$ cat src/hdl/sklm_ram.sv
// Generic single-write, single-read RAM with registered read data.
// No dependencies.
module sklm_ram #(
    parameter int WIDTH = 8,
    parameter int DEPTH = 16
) (
    input  logic                     clk,
    input  logic                     wr_en,
    input  logic [$clog2(DEPTH)-1:0] wr_addr,
    input  logic [WIDTH-1:0]         wr_data,
    input  logic                     rd_en,
    input  logic [$clog2(DEPTH)-1:0] rd_addr,
    output logic [WIDTH-1:0]         rd_data
);

    logic [WIDTH-1:0] mem_reg [DEPTH];
    logic [WIDTH-1:0] rd_data_reg;

    always_ff @(posedge clk)
    begin
        if (wr_en)
        begin
            mem_reg[wr_addr] <= wr_data;
        end
        if (rd_en)
        begin
            rd_data_reg <= mem_reg[rd_addr];
        end
    end

    assign rd_data = rd_data_reg;

endmodule

$ cat config.mk
export PLATFORM = sky130hd
export DESIGN_NAME = sklm_ram
export DESIGN_NICKNAME = d
export VERILOG_FILES = /design/src/hdl/sklm_ram.sv
export SDC_FILE = /design/constraint.sdc
export NUM_CORES = 1
export LEC_CHECK = 0
export BUFFER_PORTS_ARGS = -buffer_cell sky130_fd_sc_hd__buf_2
export CAP_MARGIN = 20
export CORE_AREA = 2 2 122 124
export DETAILED_ROUTE_END_ITERATION = 6
export DIE_AREA = 0 0 124 126
export MAX_ROUTING_LAYER = met4
export SLEW_MARGIN = 20
export SYNTH_ARGS = -nofsm -noshare
export SYNTH_HDL_FRONTEND = slang
export SYNTH_SLANG_ARGS = --single-unit
$ cat constraint.sdc
create_clock -name clk -period 3.82 [get_ports clk]
set_clock_uncertainty 0.15 [all_clocks]
set_input_delay 0.573 -clock clk [delete_from_list [all_inputs] [get_ports clk]]
set_output_delay 0.573 -clock clk [all_outputs]
set_load 0.005 [all_outputs]
# Word-level counts from Yosys, hierarchy flattened
# Memories as Yosys holds them, arrays and structs flattened. A register that Yosys moved wholly into a read port is not among the register bits.
# Cells that the tools add are included.
# classes
muxes	2
# ops
op	count
1-bit two-way mux	2
# word_totals
register_bits	0
ram_bits	128
input_bits	19
out_inout_bits	8
elab_cells	3
memories	1
# mem_list
memory	words	width	rd	rd_ports_with_merged_regs	wr	line_no	text
mem_reg	16	8	1	1	1	16	logic [WIDTH-1:0] mem_reg [DEPTH];

# Longest topological paths before layout
# logic_depth
depth_word	2
mapped_depth	5
depth_no_buf	3

# Worst setup path after synthesis
# Ideal clock, no wire load.
# synth_path
path_kind	in2reg
start	input wr_addr[2]
end	memory mem_reg[0][0] (enable)
t_arrival_ps	1683
setup_slack_ps	1604
stages	2
cell_sequence	or3b_2 -> nor3_1
# synth_rtl
item	line_no	text
start, declared	9	input logic [$clog2(DEPTH)-1:0] wr_addr,
end, declared	16	
# Straight into the memory's write port.

==> flow_results.xml <==
<?xml version="1.0" encoding="UTF-8"?>
<metrics>
  <group name="die">
    <metric name="dieHeight" unit="um">126</metric>
    <metric name="ios" unit="">27</metric>
    <metric name="fp.dieW" unit="um">124</metric>
    <metric name="core_area" unit="sq um">14310</metric>
    <metric name="die_area" unit="sq um">15620</metric>
    <metric name="initial_core_util" unit="%">36.52</metric>
    <metric name="core.rowCount" unit="">44</metric>
  </group>
  <group name="critical_path">
    <metric name="ff2ff_path_depth" unit="">3</metric>
    <metric name="buffering_stage_count_on_the_worst_path_with_inverters_included" unit="">2</metric>
    <metric name="highest_fanout_seen_on_the_critical_path" unit="">21</metric>
    <metric name="cp.required" unit="ns">3.83</metric>
    <metric name="critPathCapture" unit="">rd_data[3]</metric>
    <metric name="critical_path.cell_chain" unit="">buf_2, buf_4, mux4_1, a22oi_1, nand2_1</metric>
    <metric name="cp.arrival" unit="ns">2.41</metric>
    <metric name="ff2ff_setup_slack" unit="ns">2.03</metric>
    <metric name="timing.rr.end" unit="">rd_data[2]</metric>
    <metric name="kind_of_cell_adding_the_most_delay_to_the_critical_path" unit="">buffers and inverters</metric>
    <metric name="timing_worst_setup_path_type" unit="">input port to flop</metric>
    <metric name="largest_stage_delay_on_the_critical_path" unit="ns">0.59</metric>
    <metric name="critical_path.endpoint_type" unit="">flop</metric>
    <metric name="worstSetupStartpointType" unit="">input port</metric>
    <metric name="cp_num_cells" unit="">5</metric>
    <metric name="slowest_stage" unit="">sky130_fd_sc_hd__buf_2</metric>
    <metric name="launch_point_of_the_worst_reg_to_reg_path" unit="">mem_reg[1][2]</metric>
    <metric name="worst_setup_path_startpoint" unit="">rd_addr[0]</metric>
  </group>
  <group name="routing">
    <metric name="drc_errors" unit="">0</metric>
    <metric name="totalWireLength" unit="mm">10.48</metric>
    <metric name="num_vias" unit="">2439</metric>
    <metric name="first_pass_iters" unit="">5</metric>
    <metric name="route.detailed.vias_per_inst" unit="">5.256</metric>
    <metric name="first_iter_violations" unit="">288</metric>
    <metric name="final_antenna_net_count" unit="">0</metric>
    <metric name="route.detailed.wl_per_inst" unit="um">22.59</metric>
  </group>
  <group name="synthesis">
    <metric name="mappedNetlistNets" unit="">248</metric>
    <metric name="synthCells" unit="">229</metric>
    <metric name="ys_seq_elements" unit="">136</metric>
    <metric name="sequential_area_share_after_synthesis" unit="%">78.12</metric>
    <metric name="synth_compound_area_share" unit="%">2.298</metric>
    <metric name="ys_warn_count" unit="">0</metric>
    <metric name="yosys.area_share.adder" unit="%">0</metric>
    <metric name="synth-xor-area-share" unit="%">0</metric>
    <metric name="synth_area_per_cell" unit="sq um">22.83</metric>
    <metric name="post_synth_mux_area_share" unit="%">14.79</metric>
    <metric name="yosysTopAreaCellShare" unit="%">78.12</metric>
    <metric name="yosysUniqueCellTypes" unit="">18</metric>
    <metric name="synth_top_family_by_area" unit="">multiplexers</metric>
    <metric name="post-synth-top-area-cell" unit="">sky130_fd_sc_hd__edfxtp_1</metric>
    <metric name="ys_top_cells_by_area" unit="">sky130_fd_sc_hd__edfxtp_1 78%, sky130_fd_sc_hd__mux4_2 7.8%, sky130_fd_sc_hd__mux4_1 7.0%</metric>
    <metric name="synth_simple_gate_area_share" unit="%">3.135</metric>
    <metric name="synthesis.area" unit="sq um">5228</metric>
  </group>
  <group name="timing">
    <metric name="unrepaired_setup_endpoints_after_global_routing" unit="">false</metric>
    <metric name="hold_viol_final" unit="">0</metric>
    <metric name="timing.setup.tns" unit="ns">0</metric>
    <metric name="clock.fmax" unit="GHz">0.4158</metric>
    <metric name="relSlewSlack" unit="%">30.55</metric>
    <metric name="final_min_period_over_clock_period" unit="%">62.95</metric>
    <metric name="finalSetupViolCount" unit="">0</metric>
    <metric name="slew_of_the_pin_with_the_lowest_slew_margin" unit="ns">1.038</metric>
    <metric name="finalWorstPathRequiredPeriod" unit="ns">2.405</metric>
    <metric name="final_max_slew_viol_count" unit="">0</metric>
  </group>
  <group name="global_routing">
    <metric name="antenna_found_initial" unit="">0</metric>
    <metric name="first_global_vias" unit="">2498</metric>
    <metric name="grt_max_degree" unit="">33</metric>
    <metric name="gr_util_all_layers" unit="%">14.97</metric>
    <metric name="first_pass_grt_wire_length" unit="mm">15.50</metric>
    <metric name="globalRouteOverflowTotal" unit="">0</metric>
  </group>
  <group name="pwr">
    <metric name="part_of_the_total_power_dissipated_in_the_clock_network" unit="%">46.6</metric>
    <metric name="cellPowerDensity" unit="nW/um^2">562.6</metric>
    <metric name="netSwitchingPower" unit="W">0.0006893</metric>
    <metric name="ir_worst_vdd" unit="mV">0.4074</metric>
    <metric name="comb_power_share" unit="%">4.3</metric>
    <metric name="share_seq_of_total_power" unit="%">49.1</metric>
    <metric name="leakage" unit="nW">2.013</metric>
    <metric name="cell_internal_pwr" unit="W">0.002755</metric>
    <metric name="switching_share" unit="%">20.02</metric>
  </group>
  <group name="clock_network">
    <metric name="cts_setup_buffers" unit="">0</metric>
    <metric name="cts_hold_buf" unit="">0</metric>
    <metric name="num_cts_buffers" unit="">17</metric>
    <metric name="cts_num_sinks" unit="">136</metric>
    <metric name="cts_max_path_buffers" unit="">2</metric>
    <metric name="cts_resized" unit="">0</metric>
    <metric name="insertion_delay" unit="ns">0.41</metric>
    <metric name="cts_root_buf" unit="">sky130_fd_sc_hd__clkbuf_16</metric>
    <metric name="clkTransAtPathRegs" unit="ns">0.06</metric>
    <metric name="cts_max_level" unit="">4</metric>
    <metric name="tritoncts" unit="">yes</metric>
  </group>
  <group name="layout">
    <metric name="layout-area-overhead-vs-synth" unit="%">17.11</metric>
    <metric name="layout.nets" unit="">288</metric>
    <metric name="drive_gt1_share" unit="%">28.21</metric>
    <metric name="fillCellCount" unit="">1235</metric>
    <metric name="final_cell_area" unit="sq um">6122</metric>
    <metric name="largest_register_ff_count" unit="">128</metric>
    <metric name="antennaDiodeCount" unit="">0</metric>
  </group>
  <group name="place">
    <metric name="post_dp_cell_area" unit="sq um">5539</metric>
    <metric name="dpl_wire_length" unit="mm">6.321</metric>
    <metric name="routability_congestion_estimate_from_global_placement" unit="">0.7168</metric>
    <metric name="port-buffer-count" unit="">26</metric>
  </group>
  <group name="min_path">
    <metric name="hold_path_startpoint" unit="">rd_en</metric>
    <metric name="classification_of_the_worst_slack_hold_path" unit="">input port to flop</metric>
  </group>
  <group name="outcome">
    <metric name="run_status" unit="">finished, final reports clean</metric>
  </group>
  <group name="job">
    <metric name="cap_viol_max_count" unit="">0</metric>
  </group>
</metrics>
## layout by cell type (no fill, tap or decap)
cell type and instances:
sky130_fd_sc_hd__a22oi_1 16, sky130_fd_sc_hd__and2_1 1, sky130_fd_sc_hd__and2b_1 1, sky130_fd_sc_hd__buf_2 26, sky130_fd_sc_hd__buf_4 5, sky130_fd_sc_hd__bufinv_16 3, sky130_fd_sc_hd__clkbuf_16 17, sky130_fd_sc_hd__clkinv_1 1
sky130_fd_sc_hd__clkinv_2 3, sky130_fd_sc_hd__clkinv_4 3, sky130_fd_sc_hd__clkinvlp_4 3, sky130_fd_sc_hd__edfxtp_1 136, sky130_fd_sc_hd__mux4_1 14, sky130_fd_sc_hd__mux4_2 18, sky130_fd_sc_hd__nand2_1 9, sky130_fd_sc_hd__nand2b_1 2
sky130_fd_sc_hd__nand3_1 1, sky130_fd_sc_hd__nand3b_1 2, sky130_fd_sc_hd__nor2_1 13, sky130_fd_sc_hd__nor2b_1 1, sky130_fd_sc_hd__nor3_1 4, sky130_fd_sc_hd__or3b_2 1
## synth_stat cells, drive strengths merged
cell type / number
a22oi: 16
and2: 1
and2b: 1
buf: 7
clkdlybuf4s25: 3
edfxtp: 136
mux4: 32
nand2: 9
nand2b: 2
nand3: 1
nand3b: 2
nor2: 13
nor2b: 1
nor3: 4
or3b: 1
## routing by layer
| metal | up-vias | share of wire [%] | track usage, % |
|---|---|---|---|
| li1 | 1060 | - | - |
| met1 | 1286 | 44 | 19.99 |
| met2 | 86 | 48 | 21.33 |
| met3 | 7 | 6.8 | 5.118 |
| met4 | 0 | 0.89 | 5.552 |
| met5 | - | 0 | - |
## worst reg2reg max path: stages, from the launching register on
cell,delay [ns]
sky130_fd_sc_hd__edfxtp_1,0.35
sky130_fd_sc_hd__mux4_1,0.53
sky130_fd_sc_hd__a22oi_1,0.34
sky130_fd_sc_hd__nand2_1,0.14
## layout make-up
| class | instances | area, sq um | share of cell area, % |
|---|---|---|---|
| flip-flops and latches | 136 | 4084 | 66.71 |
| multi-input cells | 83 | 1057 | 17.27 |
| clock buffers | 17 | 425.4 | 6.949 |
| well taps | 184 | 230.2 | 3.760 |
| repair buffers | 31 | 167.7 | 2.739 |
| clock inverters | 13 | 157.7 | 2.575 |
## logic make-up (layout without fill, tap and decap cells)
logic type             count (synthesis)  after routing
buffers and inverters                 10             61
muxes                                 32             32
AOI/OAI and AO/OA                     16             16
and+or+nand+nor                       35             35
DFF                                  136            136
## power groups by stage
| stage | combinational, W | clock [W] | sequential [W] |
|---|---|---|---|
| 6_report | 0.000149 | 0.00161 | 0.00169 |
| 5_1_grt | 0.000162 | 0.00169 | 0.00169 |
| 3_3_place_gp | 0.000146 | 0 | 0.00172 |
| 4_1_cts | 0.000151 | 0.00163 | 0.00169 |
| 2_1_floorplan | 0.0000848 | 0 | 0.00172 |
| 3_5_place_dp | 0.000150 | 0 | 0.00172 |
## through the flow
step | power (W) | util [%] | hold slack (ns) | cells | setup WS, ns
after floorplan | 0.001804 | - | 0.5219 | 229 | 1.604
after CTS | 0.003467 | 42.77 | 0.3570 | 464 | 1.405
after global routing | 0.003542 | 42.77 | 0.3623 | 464 | 1.275
after global placement | 0.001865 | 38.70 | 0.5769 | 434 | 1.004
after detailed placement | 0.001871 | 38.70 | 0.5822 | 434 | 0.9753
final | 0.003444 | 42.77 | 0.3677 | 464 | 1.415
## worst min-delay path by stage
| stage | end | slack (ns) | depth (start not counted) |
|---|---|---|---|
| 2_1_floorplan | mem_reg[0][0] | 0.52 | 0 |
| 3_3_place_gp | rd_data[3] | 0.58 | 3 |
| 3_5_place_dp | rd_data[3] | 0.58 | 3 |
| 4_1_cts | rd_data[2] | 0.36 | 1 |
| 5_1_grt | rd_data[4] | 0.36 | 1 |
| 6_report | rd_data[2] | 0.37 | 1 |
(Power assumes the default switching activity.)
